### src/tkst_pkg.sv
// Shared types, widths and constants of the top-k score table.
// Used by tkst_step and top_k_score_table; depends on nothing else.
package tkst_pkg;

    // Table geometry.
    localparam int ENTRIES = 10;
    localparam int IDX_W   = $clog2(ENTRIES);

    // Field widths.
    localparam int SCORE_W    = 24;
    localparam int TAG_W      = 8;
    localparam int RANK_W     = 6;
    localparam int CFG_IDX_W  = 2;
    localparam int CFG_DATA_W = 24;

    // Commands.
    localparam logic CMD_OFFER  = 1'b0;
    localparam logic CMD_REINIT = 1'b1;

    // Configuration register indexes.
    localparam logic [CFG_IDX_W-1:0] REG_RESET_HIGH = 2'd0;
    localparam logic [CFG_IDX_W-1:0] REG_RESET_LOW  = 2'd1;
    localparam logic [CFG_IDX_W-1:0] REG_RESET_TAG  = 2'd2;

    // Configuration reset values.
    localparam logic [SCORE_W-1:0] RESET_HIGH_INIT = 24'd1000;
    localparam logic [SCORE_W-1:0] RESET_LOW_INIT  = 24'd0;
    localparam logic [TAG_W-1:0]   RESET_TAG_INIT  = 8'd0;

    // Reciprocal of ENTRIES for the reinit step: x / ENTRIES is
    // (x * STEP_RECIP) >> STEP_SHIFT, low by at most one.
    localparam int STEP_SHIFT   = 30;
    localparam int STEP_RECIP_W = 30;
    localparam logic [STEP_RECIP_W-1:0] STEP_RECIP =
        STEP_RECIP_W'((64'd1 << STEP_SHIFT) / ENTRIES);
    localparam int STEP_PROD_W  = SCORE_W + STEP_RECIP_W;

    // One table entry as stored in memory.
    typedef struct packed {
        logic [SCORE_W-1:0] score;
        logic [TAG_W-1:0]   tag;
    } t_entry;

    localparam int ENTRY_W = $bits(t_entry);

    // Input item.
    typedef struct packed {
        logic               command;
        logic [SCORE_W-1:0] new_score;
        logic [TAG_W-1:0]   new_tag;
    } t_in_item;

    // Result item.
    typedef struct packed {
        logic               qualified;
        logic [RANK_W-1:0]  rank;
        logic [SCORE_W-1:0] entry_score;
        logic [TAG_W-1:0]   entry_tag;
        logic               last;
    } t_out_item;

endpackage

### src/tkst_ram.sv
// Generic simple dual-port RAM: one write port, one read port, registered read.
// Stand-alone; no package dependency.
module tkst_ram #(
    parameter int WIDTH = 32,
    parameter int DEPTH = 16
) (
    input  logic                     i_clk,
    input  logic                     i_we,
    input  logic [$clog2(DEPTH)-1:0] i_waddr,
    input  logic [WIDTH-1:0]         i_wdata,
    input  logic                     i_re,
    input  logic [$clog2(DEPTH)-1:0] i_raddr,
    output logic [WIDTH-1:0]         o_rdata
);

    logic [WIDTH-1:0] r_mem [DEPTH];
    logic [WIDTH-1:0] r_rdata;

    // Write port.
    always_ff @(posedge i_clk) begin
        if (i_we) begin
            r_mem[i_waddr] <= i_wdata;
        end
    end

    // Read port; data holds while no read is issued.
    always_ff @(posedge i_clk) begin
        if (i_re) begin
            r_rdata <= r_mem[i_raddr];
        end
    end

    assign o_rdata = r_rdata;

endmodule

### src/tkst_step.sv
// Reinit step unit: computes (reset_high - reset_low) / ENTRIES by reciprocal
// multiplication with a one-step correction. Depends on tkst_pkg.
module tkst_step
    import tkst_pkg::*;
(
    input  logic               i_clk,
    input  logic               i_rst_n,
    input  logic               i_start,
    input  logic [SCORE_W-1:0] i_diff,
    output logic               o_done,
    output logic [SCORE_W-1:0] o_step
);

    logic                   r_v1;
    logic                   r_v2;
    logic                   r_done;
    logic [SCORE_W-1:0]     r_x;
    logic [STEP_PROD_W-1:0] r_prod;
    logic [SCORE_W-1:0]     r_q;

    logic [SCORE_W-1:0] q_est;
    logic [SCORE_W-1:0] q_times_n;
    logic [SCORE_W-1:0] rem;
    logic [SCORE_W-1:0] n_q;

    // Correct the estimate: the remainder is below twice ENTRIES.
    always_comb begin
        q_est     = r_prod[STEP_PROD_W-1:STEP_SHIFT];
        q_times_n = SCORE_W'(q_est * ENTRIES);
        rem       = r_x - q_times_n;
        n_q       = (rem >= SCORE_W'(ENTRIES)) ? q_est + 1'b1 : q_est;
    end

    // Control: a three-stage valid chain.
    always_ff @(posedge i_clk) begin
        if (!i_rst_n) begin
            r_v1   <= 1'b0;
            r_v2   <= 1'b0;
            r_done <= 1'b0;
        end else begin
            r_v1   <= i_start;
            r_v2   <= r_v1;
            r_done <= r_v2;
        end
    end

    // Datapath: operand, product, corrected quotient.
    always_ff @(posedge i_clk) begin
        if (i_start) begin
            r_x <= i_diff;
        end
        if (r_v1) begin
            r_prod <= STEP_PROD_W'(r_x) * STEP_PROD_W'(STEP_RECIP);
        end
        if (r_v2) begin
            r_q <= n_q;
        end
    end

    assign o_done = r_done;
    assign o_step = r_q;

endmodule

### src/top_k_score_table.sv
// Top-k score table: ENTRIES (score, tag) pairs kept in descending order in one
// on-chip RAM. Depends on tkst_pkg, tkst_ram and tkst_step.
//
// Each item is either an offer or a reinit, and each returns the whole table
// as ENTRIES result items in rank order, the last one flagged. The input is
// stalled from acceptance until the table pass ends. The pass handles one
// entry per cycle while the output is not stalled: for an offer it reads,
// updates and writes back each entry through the single table RAM, for a
// reinit it writes each entry. Before the pass an offer reads the lowest
// entry and a reinit computes its step. The table reads as all zero after
// reset through per-entry valid bits, so no clearing pass is needed.
// Configuration registers are to be written only while the block is idle;
// the block itself does not enforce this, and the write port is always ready.
module top_k_score_table
    import tkst_pkg::*;
(
    input  logic                  i_clk,
    input  logic                  i_rst_n,
    // Input items.
    input  logic                  i_in_valid,
    output logic                  o_in_stall,
    input  t_in_item              i_in_item,
    // Result items.
    output logic                  o_out_valid,
    input  logic                  i_out_stall,
    output t_out_item             o_out_item,
    // Configuration writes.
    input  logic                  i_cfg_valid,
    output logic                  o_cfg_ready,
    input  logic [CFG_IDX_W-1:0]  i_cfg_index,
    input  logic [CFG_DATA_W-1:0] i_cfg_data
);

    // Sequencer states.
    localparam logic [1:0] ST_IDLE = 2'd0;
    localparam logic [1:0] ST_MIN  = 2'd1;
    localparam logic [1:0] ST_DIV  = 2'd2;
    localparam logic [1:0] ST_PASS = 2'd3;

    localparam logic [IDX_W-1:0] IDX_LAST = IDX_W'(ENTRIES - 1);

    logic [1:0]         r_state;
    logic               r_cmd;
    logic [SCORE_W-1:0] r_score;
    logic [TAG_W-1:0]   r_tag;
    logic [SCORE_W-1:0] r_min;
    logic               r_qual;
    logic               r_ins;
    logic               r_shift;
    t_entry             r_carry;
    logic [IDX_W-1:0]   r_k;
    logic [SCORE_W-1:0] r_acc;
    logic [ENTRIES-1:0] r_valid;
    logic               r_rd_vld;
    logic [SCORE_W-1:0] r_cfg_high;
    logic [SCORE_W-1:0] r_cfg_low;
    logic [TAG_W-1:0]   r_cfg_tag;
    logic               r_out_valid;
    t_out_item          r_out;

    logic               in_accept;
    logic               out_free;
    logic               advance;
    logic               last_k;
    t_entry             rd_entry;
    t_entry             n_entry;
    t_entry             n_carry;
    logic               n_ins;
    logic               n_shift;
    logic [SCORE_W-1:0] step_diff;
    logic               step_done;
    logic [SCORE_W-1:0] step_val;

    logic               ram_we;
    logic               ram_re;
    logic [IDX_W-1:0]   ram_raddr;
    logic [ENTRY_W-1:0] ram_rdata;

    // Handshakes.
    assign o_in_stall  = (r_state != ST_IDLE);
    assign in_accept   = i_in_valid && !o_in_stall;
    assign o_cfg_ready = 1'b1;
    assign out_free    = !r_out_valid || !i_out_stall;
    assign advance     = (r_state == ST_PASS) && out_free;
    assign last_k      = (r_k == IDX_LAST);
    assign o_out_valid = r_out_valid;
    assign o_out_item  = r_out;

    // Never-written entries read as zero.
    assign rd_entry = r_rd_vld ? t_entry'(ram_rdata) : '0;

    // Reinit spread; zero when the low end is above the high end.
    assign step_diff = (r_cfg_high >= r_cfg_low) ? r_cfg_high - r_cfg_low : '0;

    tkst_step u_step (
        .i_clk   (i_clk),
        .i_rst_n (i_rst_n),
        .i_start (in_accept && (i_in_item.command == CMD_REINIT)),
        .i_diff  (step_diff),
        .o_done  (step_done),
        .o_step  (step_val)
    );

    // Table entry update for the current rank. An offer not below the lowest
    // entry is inserted at the first entry below it, or at the first lowest entry;
    // the entries from there down to just above the first lowest one move one place down.
    always_comb begin
        n_entry = rd_entry;
        n_carry = r_carry;
        n_ins   = r_ins;
        n_shift = r_shift;
        if (r_cmd == CMD_REINIT) begin
            n_entry.score = r_acc;
            n_entry.tag   = r_cfg_tag;
        end else if (r_qual) begin
            if (!r_ins) begin
                if ((rd_entry.score < r_score) || (rd_entry.score == r_min)) begin
                    n_entry.score = r_score;
                    n_entry.tag   = r_tag;
                    n_carry       = rd_entry;
                    n_ins         = 1'b1;
                    n_shift       = 1'b1;
                end
            end else if (r_shift) begin
                if (r_carry.score != r_min) begin
                    n_entry = r_carry;
                    n_carry = rd_entry;
                end else begin
                    n_shift = 1'b0;
                end
            end
        end
    end

    // Table RAM read address: lowest entry first, then the rank pass.
    always_comb begin
        ram_re    = 1'b0;
        ram_raddr = '0;
        priority if (in_accept && (i_in_item.command == CMD_OFFER)) begin
            ram_re    = 1'b1;
            ram_raddr = IDX_LAST;
        end else if (r_state == ST_MIN) begin
            ram_re    = 1'b1;
            ram_raddr = '0;
        end else if (advance && (r_cmd == CMD_OFFER) && !last_k) begin
            ram_re    = 1'b1;
            ram_raddr = r_k + 1'b1;
        end else begin
            ram_re    = 1'b0;
        end
    end

    assign ram_we = advance;

    tkst_ram #(
        .WIDTH (ENTRY_W),
        .DEPTH (ENTRIES)
    ) u_table (
        .i_clk   (i_clk),
        .i_we    (ram_we),
        .i_waddr (r_k),
        .i_wdata (ENTRY_W'(n_entry)),
        .i_re    (ram_re),
        .i_raddr (ram_raddr),
        .o_rdata (ram_rdata)
    );

    // Configuration registers.
    always_ff @(posedge i_clk) begin
        if (!i_rst_n) begin
            r_cfg_high <= RESET_HIGH_INIT;
            r_cfg_low  <= RESET_LOW_INIT;
            r_cfg_tag  <= RESET_TAG_INIT;
        end else if (i_cfg_valid && o_cfg_ready) begin
            if (i_cfg_index == REG_RESET_HIGH) begin
                r_cfg_high <= i_cfg_data;
            end
            if (i_cfg_index == REG_RESET_LOW) begin
                r_cfg_low <= i_cfg_data;
            end
            if (i_cfg_index == REG_RESET_TAG) begin
                r_cfg_tag <= i_cfg_data[TAG_W-1:0];
            end
        end
    end

    // Entry valid bits and the valid flag that follows the read data.
    always_ff @(posedge i_clk) begin
        if (!i_rst_n) begin
            r_valid  <= '0;
            r_rd_vld <= 1'b0;
        end else begin
            if (ram_we) begin
                r_valid[r_k] <= 1'b1;
            end
            if (ram_re) begin
                r_rd_vld <= r_valid[ram_raddr];
            end
        end
    end

    // Sequencer.
    always_ff @(posedge i_clk) begin
        if (!i_rst_n) begin
            r_state <= ST_IDLE;
        end else begin
            unique case (r_state)
                ST_IDLE: begin
                    if (in_accept) begin
                        r_state <= (i_in_item.command == CMD_REINIT) ? ST_DIV : ST_MIN;
                    end
                end
                ST_MIN: begin
                    r_state <= ST_PASS;
                end
                ST_DIV: begin
                    if (step_done) begin
                        r_state <= ST_PASS;
                    end
                end
                ST_PASS: begin
                    if (advance && last_k) begin
                        r_state <= ST_IDLE;
                    end
                end
                default: begin
                    r_state <= ST_IDLE;
                end
            endcase
        end
    end

    // Item and pass registers.
    always_ff @(posedge i_clk) begin
        if (in_accept) begin
            r_cmd   <= i_in_item.command;
            r_score <= i_in_item.new_score;
            r_tag   <= i_in_item.new_tag;
        end
        if (r_state == ST_MIN) begin
            r_min   <= rd_entry.score;
            r_qual  <= (r_score >= rd_entry.score);
            r_k     <= '0;
            r_ins   <= 1'b0;
            r_shift <= 1'b0;
        end
        if ((r_state == ST_DIV) && step_done) begin
            r_acc  <= r_cfg_high;
            r_qual <= 1'b0;
            r_k    <= '0;
        end
        if (advance) begin
            r_k     <= r_k + 1'b1;
            r_acc   <= r_acc - step_val;
            r_carry <= n_carry;
            r_ins   <= n_ins;
            r_shift <= n_shift;
        end
    end

    // Output register.
    always_ff @(posedge i_clk) begin
        if (!i_rst_n) begin
            r_out_valid <= 1'b0;
        end else if (advance) begin
            r_out_valid <= 1'b1;
        end else if (!i_out_stall) begin
            r_out_valid <= 1'b0;
        end
    end

    always_ff @(posedge i_clk) begin
        if (advance) begin
            r_out.qualified   <= r_qual;
            r_out.rank        <= RANK_W'(r_k);
            r_out.entry_score <= n_entry.score;
            r_out.entry_tag   <= n_entry.tag;
            r_out.last        <= last_k;
        end
    end

endmodule
### config.mk
export PLATFORM = sky130hd
export DESIGN_NAME = top_k_score_table
export DESIGN_NICKNAME = d
export VERILOG_FILES = /design/src/tkst_pkg.sv /design/src/tkst_ram.sv /design/src/tkst_step.sv /design/src/top_k_score_table.sv
export SDC_FILE = /design/constraint.sdc
export NUM_CORES = 1
export LEC_CHECK = 0
export BUFFER_PORTS_ARGS = -buffer_cell sky130_fd_sc_hd__buf_2
export CAP_MARGIN = 30
export CORE_ASPECT_RATIO = 0.6
export CORE_UTILIZATION = 30
export DETAILED_ROUTE_END_ITERATION = 8
export PLACE_DENSITY = 0.49
export SYNTH_ARGS = -nofsm -noshare
export SYNTH_HDL_FRONTEND = slang
export SYNTH_HIERARCHICAL = 1
export SYNTH_SLANG_ARGS = --single-unit
### constraint.sdc
create_clock -name i_clk -period 8.15 [get_ports i_clk]
set_input_delay 1.63 -clock i_clk [delete_from_list [all_inputs] [get_ports i_clk]]
set_output_delay 1.63 -clock i_clk [all_outputs]
set_load 0.02 [all_outputs]
After elaboration in Yosys (flattened, before gate mapping). Memory sizes are Yosys's and may differ from the RTL's. A register that Yosys moved wholly into a read port is not among the register bits. Cells that the tools add are included.

Reductions and logical operators: 29. Add/sub/neg operators: 5. $lt $le $gt $ge: 7. Bitwise gates (word level): 3. Muxes and demuxes: 49. Eq/ne operators: 17. Multiply operators: 2.

Operators with widths (number): $mux 32 (11); $mul 24x26->50 const B (1); $ge 24x24->1 (2); $mux 24 (2); $sub 24x24->24 (2); $eq 24x24->1 (1); $ge 24x4->1 const B (1); $lt 24x24->1 (1); $mux 4 (6); $ne 24x24->1 (1); $sub 24x22->24 (1); $mul 21x3->23 const B (1); $add 21x1->22 const B (1); $mux 1 (22); $mux 21 (1); $lt 4x5->1 const B (2); $ne 2x1->1 const B (5); $or 10x10->10 (1); $logic_and 1x1->1 (9); $mux 2 (4); $pmux 2 s4 (1); $reduce_bool 2->1 (4); $eq 2x2->1 const B (3); $ne 2x2->1 const B (3); 16 further kinds (26).

Output and inout bits: 43. Memory bits (writable): 320. Word-level logic and storage cells: 143. Memories kept: 1. Register bits: 327.

Memory list: u_table.r_mem (words 10, width 32, rd ports 1, clocked after Yosys merged registers in 1, wr ports 1, line tkst_ram.sv:16) `logic [WIDTH-1:0] r_mem [DEPTH];`.

Longest topological paths before layout. Gate-level depths: netlist of run 1.

Word-level depth: 10. Mapped depth: 27. Gate-level depth less buffers: 25.

Modules after synthesis. The synthesis of run 1 kept the hierarchy.

By module, submodules not included: tkst_ram (area each 13610.6 µm², seq. area each 10570.1 µm², cells an instance 698, instances 1); top_k_score_table (area each 13598.0 µm², seq. area each 6135.9 µm², cells an instance 1427, instances 1); tkst_step (area each 12099.1 µm², seq. area each 2072.0 µm², cells an instance 1223, instances 1).

Worst setup path after synthesis of run 1. No wires, ideal clock.

Kind: register to register. From: register r_rd_vld. To: register r_carry[0] in the netlist's numbering (enable). Period minus slack after synthesis: 8082 ps. Slack: 68 ps. Arrival: 7487 ps. Setup time: 595 ps. Stages on the path, launching flop included: 14. Cell sequence: dfxtp_1 -> buf_2 -> clkbuf_1 -> clkbuf_1 -> nand2_1 -> ha_1 -> nand4_1 -> nor3_1 -> inv_1 -> nor2_1 -> a211oi_1 -> a2bb2oi_2 -> nor2b_1 -> a2111oi_0.

Longest elaborated chain between the ends: 5.

Ends and longest elaborated chain: start: declaration (line top_k_score_table.sv:54) `logic r_rd_vld;`; start signal: assignment (line top_k_score_table.sv:197) `r_rd_vld <= r_valid[ram_raddr];`; $mux 32 * (line top_k_score_table.sv:90) `assign rd_entry = r_rd_vld ? t_entry'(ram_rdata) : '0;`; $lt 24x24->1 / $eq 24x24->1 (equally long branches) (line top_k_score_table.sv:117) `if ((rd_entry.score < r_score) || (rd_entry.score == r_min)) begin`; $logic_or 1x1->1 * (line top_k_score_table.sv:117); $reduce_bool 2->1 (no line) *; $reduce_and 6->1 (no line) *; end signal: assignment (line top_k_score_table.sv:255) `r_carry <= n_carry;`; end: declaration (line top_k_score_table.sv:50) `t_entry r_carry;`.

Mark *: on every way between the ends. The rest lies on a longest branch, timed or not. A chain may end at the register's enable or synchronous reset.

Worst setup path after layout of run 1.
From: register u_step.r_x[16]. To: register u_step.r_prod[43] (data pin).

Longest elaborated chain between the ends: 1.

Ends and longest elaborated chain: start: declaration (line tkst_step.sv:17) `logic [SCORE_W-1:0] r_x;`; start signal: assignment (line tkst_step.sv:50) `r_x <= i_diff;`; $mul 24x26->50 (line tkst_step.sv:53) `r_prod <= STEP_PROD_W'(r_x) * STEP_PROD_W'(STEP_RECIP);`; end signal: assignment (line tkst_step.sv:53); end: declaration (line tkst_step.sv:18) `logic [STEP_PROD_W-1:0] r_prod;`.

No other way between the ends.

==> results of run 1 <==
==> flip-flops by register name, summed over array words and instances (netlist names), 2 cells and up <==
name	cells
u_table/r_mem	320
o_out_item	38
r_carry	32
u_table/o_rdata	32
r_acc	24
r_cfg_high	24
r_cfg_low	24
r_min	24
r_score	24
u_step/r_x	24
u_step/o_step	22
u_step/r_prod	21
r_valid	10
r_cfg_tag	8
r_tag	8
r_k	4
r_state	2
==> layout make-up <==
type                    count  area [sq um]
multi-input cells        2213         18700
clock buffers              66          1550
diodes                      1          2.50
inverters                 366          1380
clock inverters            48           523
well taps                1716          2150
repair buffers            161          1050
flip-flops and latches    650         18800
fillers                 12800         85400
==> synthesized netlist by cell type (all sizes together) (28+ instances only) <==
library cell and number:
nor2b 28, edfxtp 576, nor3 41, ha 323, mux2i 111, clkbuf 78, a21boi 33, o21ai 125
dfxtp 74, a22oi 40, mux2 133, a21oi 123, inv 365, xnor2 72, nor2 199, o22ai 35
nand2 267, nand4 30, buf 43, a22o 34, fa 141, a21o 73, o31ai 48, nand3 34
xor2 61
==> layer usage <==
metal,wire [um],part of all wire,up-vias,GRT usage
met4,1000,0.0082,2,0.0206
met1,67800,0.55,13000,0.312
met2,41500,0.34,843,0.215
met5,11,0.000090,-,0
met3,12600,0.10,84,0.0612
li1,-,-,12200,-
==> critical path, stage by stage (launching register included) <==
cell	delay, ps
edfxtp_1	550
inv_1	80
ha_1	340
fa_1	510
inv_1	70
fa_1	560
fa_1	720
fa_1	460
fa_1	570
inv_1	60
fa_1	530
inv_1	50
ha_1	360
a21oi_1	180
o21a_1	270
o21ai_0	120
a211oi_1	560
a221oi_1	300
a211oi_1	260
buf_4	170
nor2_1	60
a21oi_1	300
o311ai_0	200
xor2_1	180
==> how the worst max path moves through the flow <==
stage / slack, ps / to / from
global route: 20 / u_step/r_prod[43] / u_step/r_x[16]
global placement: 710 / u_step/r_prod[43] / u_step/r_x[16]
CTS: 490 / u_step/r_prod[43] / u_step/r_x[16]
detailed placement: 550 / u_step/r_prod[43] / u_step/r_x[16]
floorplan: 70 / r_carry[0] / r_rd_vld
finish: 410 / u_step/r_prod[43] / u_step/r_x[16]
==> through the flow <==
| step | cells | instance area [sq um] | worst slack [ps] | hold slack, ps |
|---|---|---|---|---|
| 2_1_floorplan | 3350 | 39300 | 68.1 | 429 |
| 3_3_place_gp | 5092 | 41900 | 711 | 446 |
| 3_5_place_dp | 5103 | 42000 | 547 | 446 |
| 4_1_cts | 5217 | 44100 | 492 | 457 |
| 5_1_grt | 5220 | 44100 | 17.8 | 476 |
| 6_report | 5221 | 44100 | 415 | 457 |
==> cells by family after synthesis <==
| logic type | Yosys count |
|---|---|
| AOI/OAI and AO/OA | 637 |
| buffers and inverters | 487 |
| other | 3 |
| DFF | 650 |
| and+or+nand+nor | 728 |
| adders and majority gates | 464 |
| xor gates and xnor gates | 133 |
| muxes | 246 |
==> impl_metrics.env, run 1 <==
export IMPL_status="completed"
export IMPL_reg2reg_to="u_step/r_prod[43]"
export IMPL_htree_levels=2
export IMPL_yosysWarnings=6
export IMPL_hpwlAfterDp_um=92000
export IMPL_hold_depth=2
export IMPL_holdPathEnd="r_cfg_low[10]"
export IMPL_synthFlopType="edfxtp_1"
export IMPL_numClockSinks=650
export IMPL_row_count=102
export IMPL_drive_gt1_frac=0.136
export IMPL_drt_first_pass_iters=5
export IMPL_cap_violations=0
export IMPL_drv_slew=0
export IMPL_yosys_area_share_adder=0.175
export IMPL_start_kind="flop"
export IMPL_die_y_um=282
export IMPL_critical_path_class="flop to flop"
export IMPL_routed_wl_um=123000
export IMPL_finalHoldViolCount=0
export IMPL_cts_reportedPaths_clkPinSlew_ps=80
export IMPL_hold_path_class="flop to flop"
export IMPL_nNetsFinal=3980
export IMPL_grt_pass1_wl_um=178000
export IMPL_max_freq_mhz=129
export IMPL_critPathMaxFanout=4
export IMPL_yosysSeqAreaShare=0.478
export IMPL_regToRegStartpoint="u_step/r_x[16]"
export IMPL_wl_per_cell_um=23.5
export IMPL_synth_area_sq_um=39300
export IMPL_rsz0062_at_grt="no"
export IMPL_yosys_top_cells_area="edfxtp_1 (44%), ha_1 (10%), fa_1 (7.2%)"
export IMPL_layout_common_cells="edfxtp_1 (576), inv_1 (363), ha_1 (323)"
export IMPL_cts_resized=0
export IMPL_gp_congestion=0.948
export IMPL_final_common_cell="edfxtp_1"
export IMPL_synth_edf_count=576
export IMPL_synth_compound_area_frac=0.113
export IMPL_cp_end_kind="flop"
export IMPL_die_width_um=469
export IMPL_worstPathArrival_ps=8140
export IMPL_synth_simple_area_share=0.0872
export IMPL_area_growth_pct=12.3
export IMPL_vias_per_cell=5.01
export IMPL_synthMuxAreaShare=0.0677
export IMPL_antenna_left=0
export IMPL_port_buffers=103
export IMPL_cts_setup_buffers=0
export IMPL_core_sq_um=130000
export IMPL_syn_inst=3348
export IMPL_post_route_util=0.341
export IMPL_grt_pass1_vias=25000
export IMPL_io_pins=107
export IMPL_postCtsHoldBufs=0
export IMPL_setup_viol=0
export IMPL_worstHoldStart="r_cfg_low[10]"
export IMPL_clockRootBuffer="clkbuf_16"
export IMPL_synth_top_area_frac=0.440
export IMPL_syn_area_per_cell_sq_um=11.7
export IMPL_grt_use_total=0.184
export IMPL_clk_latency_ps=670
export IMPL_r2r_cells=23
export IMPL_finalClockSkew_ps=37.5
export IMPL_cts_made_buffers=60
export IMPL_synth_async_reset_ratio=0
export IMPL_drtIter0Drc=2585
export IMPL_via_count=26100
export IMPL_fin_crit_sh=0.949
export IMPL_ff2ff_setup_slack_ps=410
export IMPL_drcViolationCount=0
export IMPL_ys_types=87
export IMPL_grt_overflow=0
export IMPL_relSlewSlack=0.251
export IMPL_synth_top_family_by_area="adder cells"
export IMPL_ys_seq_elements=650
export IMPL_cts_buffer_depth=3
export IMPL_yosysTopAreaCell="edfxtp_1"
export IMPL_antenna_found_initial=10
export IMPL_grt_start_max_net_pins=124
export IMPL_crit_required_ps=8560
export IMPL_worstMarginPinSlew_ps=1120
export IMPL_finalCriticalPeriod_ps=7740
export IMPL_die_area_sq_um=133000
export IMPL_cts_tree="built"
export IMPL_synth_xor_area_frac=0.0296
export IMPL_final_setup_tns_ps=0
export IMPL_initial_core_util=0.303
Power of run 1 is not shown: default switching activity piles up to over one toggle a cycle in this logic, so the estimate is an artifact.
==> run 2: changes to the inputs <==
CORE_ASPECT_RATIO = unset   (was 0.6)
PLACE_DENSITY = 0.45   (was 0.49)
==> run 2 against run 1 <==
Effect of this change:
- worst setup slack better by 430 ps
- flip-flop and latch count stayed put
- via count is 2.3% lower
- utilization is 0.31 points higher
- hold slack worse by 3.9 ps
- largest cell class unchanged
- clock skew hardly changed
- die area hardly changed
- critical endpoint is now u_step/r_prod[49]
- sequential share of layout area is 0.47 points lower
- cell count is 0.73% higher
- count of clock-buffer cells in the layout is 25 higher
- design area is 1.1% higher
==> impl_metrics.env, run 2 (synthesized netlist as in run 1, its figures left out) <==
export IMPL_status="completed"
export IMPL_largest_reg_flops=320
export IMPL_regToRegStartpoint="u_step/r_x[16]"
export IMPL_worstMarginPinSlew_ps=936
export IMPL_crit_end="u_step/r_prod[49]"
export IMPL_grt_pass1_wl_um=169000
export IMPL_via_count=25500
export IMPL_die_area_sq_um=132000
export IMPL_critical_path_startpoint="u_step/r_x[16]"
export IMPL_ff2ff_setup_slack_ps=840
export IMPL_wl_per_cell_um=21.4
export IMPL_clockRootBuffer="clkbuf_16"
export IMPL_gp_congestion=0.865
export IMPL_path_cells="inv_1 -> ha_1 -> fa_1 -> inv_1 -> fa_1 -> fa_1 -> fa_1 -> fa_1 -> inv_1 -> fa_1 -> inv_1 -> ha_1 -> a21oi_1 -> o21a_1 -> o21ai_0 -> a211oi_1 -> a221oi_1 -> buf_4 -> a211oi_1 -> o21ai_0 -> a21oi_1 -> o21ba_2 -> a211oi_1"
export IMPL_layout_common_cells="edfxtp_1 (576), inv_1 (363), ha_1 (323)"
export IMPL_grt_start_max_net_pins=93
export IMPL_grt_use_total=0.171
export IMPL_die_width_um=364
export IMPL_fin_crit_sh=0.897
export IMPL_vias_per_cell=4.86
export IMPL_htree_levels=3
export IMPL_cts_buffer_depth=3
export IMPL_drcViolationCount=0
export IMPL_cts_reportedPaths_clkPinSlew_ps=70
export IMPL_initial_core_util=0.303
export IMPL_final_setup_tns_ps=0
export IMPL_setup_viol=0
export IMPL_crit_required_ps=8550
export IMPL_crit_slowest_cell="fa_1"
export IMPL_cp_end_kind="flop"
export IMPL_cts_resized=0
export IMPL_grt_overflow=0
export IMPL_path_buf_inv=5
export IMPL_max_freq_mhz=137
export IMPL_r2r_cells=23
export IMPL_regMostFlops="u_table/r_mem"
export IMPL_cpPeakStageDelay_ps=730
export IMPL_cts_tree="built"
export IMPL_finalHoldViolCount=0
export IMPL_routed_wl_um=113000
export IMPL_antenna_left=0
export IMPL_final_common_cell="edfxtp_1"
export IMPL_path_depth=23
export IMPL_finalClockSkew_ps=37.1
export IMPL_area_growth_pct=13.5
export IMPL_path_delay_family="adder cells"
export IMPL_n_fill_cell=13100
export IMPL_drv_slew=0
export IMPL_worstPathArrival_ps=7710
export IMPL_drive_gt1_frac=0.136
export IMPL_port_buffers=103
export IMPL_start_kind="flop"
export IMPL_clk_latency_ps=660
export IMPL_ff_latch_area_sq_um=18800
export IMPL_drtIter0Drc=1651
export IMPL_critPathMaxFanout=4
export IMPL_numClockSinks=650
export IMPL_nNetsFinal=3984
export IMPL_crit_top_cell="fa_1"
export IMPL_antenna_found_initial=3
export IMPL_critical_path_class="flop to flop"
export IMPL_reg2reg_to="u_step/r_prod[49]"
export IMPL_core_sq_um=130000
export IMPL_cap_violations=0
export IMPL_cts_setup_buffers=0
export IMPL_relSlewSlack=0.360
export IMPL_die_y_um=364
export IMPL_drt_first_pass_iters=5
export IMPL_io_pins=107
export IMPL_hold_path_class="flop to flop"
export IMPL_rsz0062_at_grt="no"
export IMPL_cts_made_buffers=76
export IMPL_finalCriticalPeriod_ps=7310
export IMPL_row_count=132
export IMPL_postCtsHoldBufs=0
export IMPL_grt_pass1_vias=25800
export IMPL_hpwlAfterDp_um=81300
export IMPL_multi_input_area_sq_um=18700
==> run 2: changes by cell type in the layout (fill, tap and decap cells not counted), sizes merged <==
| cell | previous run | this run |
|---|---|---|
| buf | 161 | 149 |
| bufinv | 9 | 11 |
| clkbuf | 66 | 91 |
| clkinv | 33 | 31 |
| clkinvlp | 4 | 2 |
| inv | 368 | 369 |
==> run 2: area by class of cell <==
class / instances / area share
clock buffers: 91 / 0.0458
clock inverters: 47 / 0.0130
flip-flops and latches: 650 / 0.421
diodes: 1 / 0.0000561
multi-input cells: 2213 / 0.419
repair buffers: 149 / 0.0215
inverters: 366 / 0.0308
well taps: 1742 / 0.0488
==> run 2: how the worst min path moves through the flow <==
stage | startpoint | end | slack, ps | cells after the start
after floorplan | r_valid[0] | r_valid[0] | 430 | 2
after global placement | r_cfg_low[17] | r_cfg_low[17] | 440 | 2
after detailed placement | r_cfg_low[3] | r_cfg_low[3] | 450 | 2
after CTS | r_cfg_low[3] | r_cfg_low[3] | 450 | 2
after global routing | r_cfg_low[17] | r_cfg_low[17] | 470 | 2
final | r_cfg_low[3] | r_cfg_low[3] | 450 | 2
==> run 2: worst register-to-register path: stages (launching register included) <==
cell,delay [ps]
edfxtp_1,410
inv_1,60
ha_1,320
fa_1,510
inv_1,60
fa_1,500
fa_1,730
fa_1,470
fa_1,550
inv_1,60
fa_1,530
inv_1,40
ha_1,350
a21oi_1,160
o21a_1,210
o21ai_0,110
a211oi_1,410
a221oi_1,170
buf_4,180
a211oi_1,400
o21ai_0,280
a21oi_1,280
o21ba_2,180
a211oi_1,70
==> run 2: routing by layer <==
layer	vias to the layer above	routed length, um	track usage
li1	12200	-	-
met1	12800	52500	0.234
met2	446	53900	0.287
met3	108	4030	0.0216
met4	0	2200	0.0407
met5	-	0	0
==> run 2: stage by stage <==
step | instance area (sq um) | utilization | std cells | hold slack (ps) | worst slack [ps]
global route | 44600 | 0.344 | 5258 | 470 | 461
finish | 44600 | 0.344 | 5259 | 453 | 841
global placement | 41900 | 0.323 | 5114 | 444 | 866
CTS | 44600 | 0.344 | 5257 | 454 | 795
detailed placement | 42000 | 0.323 | 5119 | 446 | 782
floorplan | 39300 | - | 3350 | 429 | 68.1
Power of run 2 is left out for the same reason.
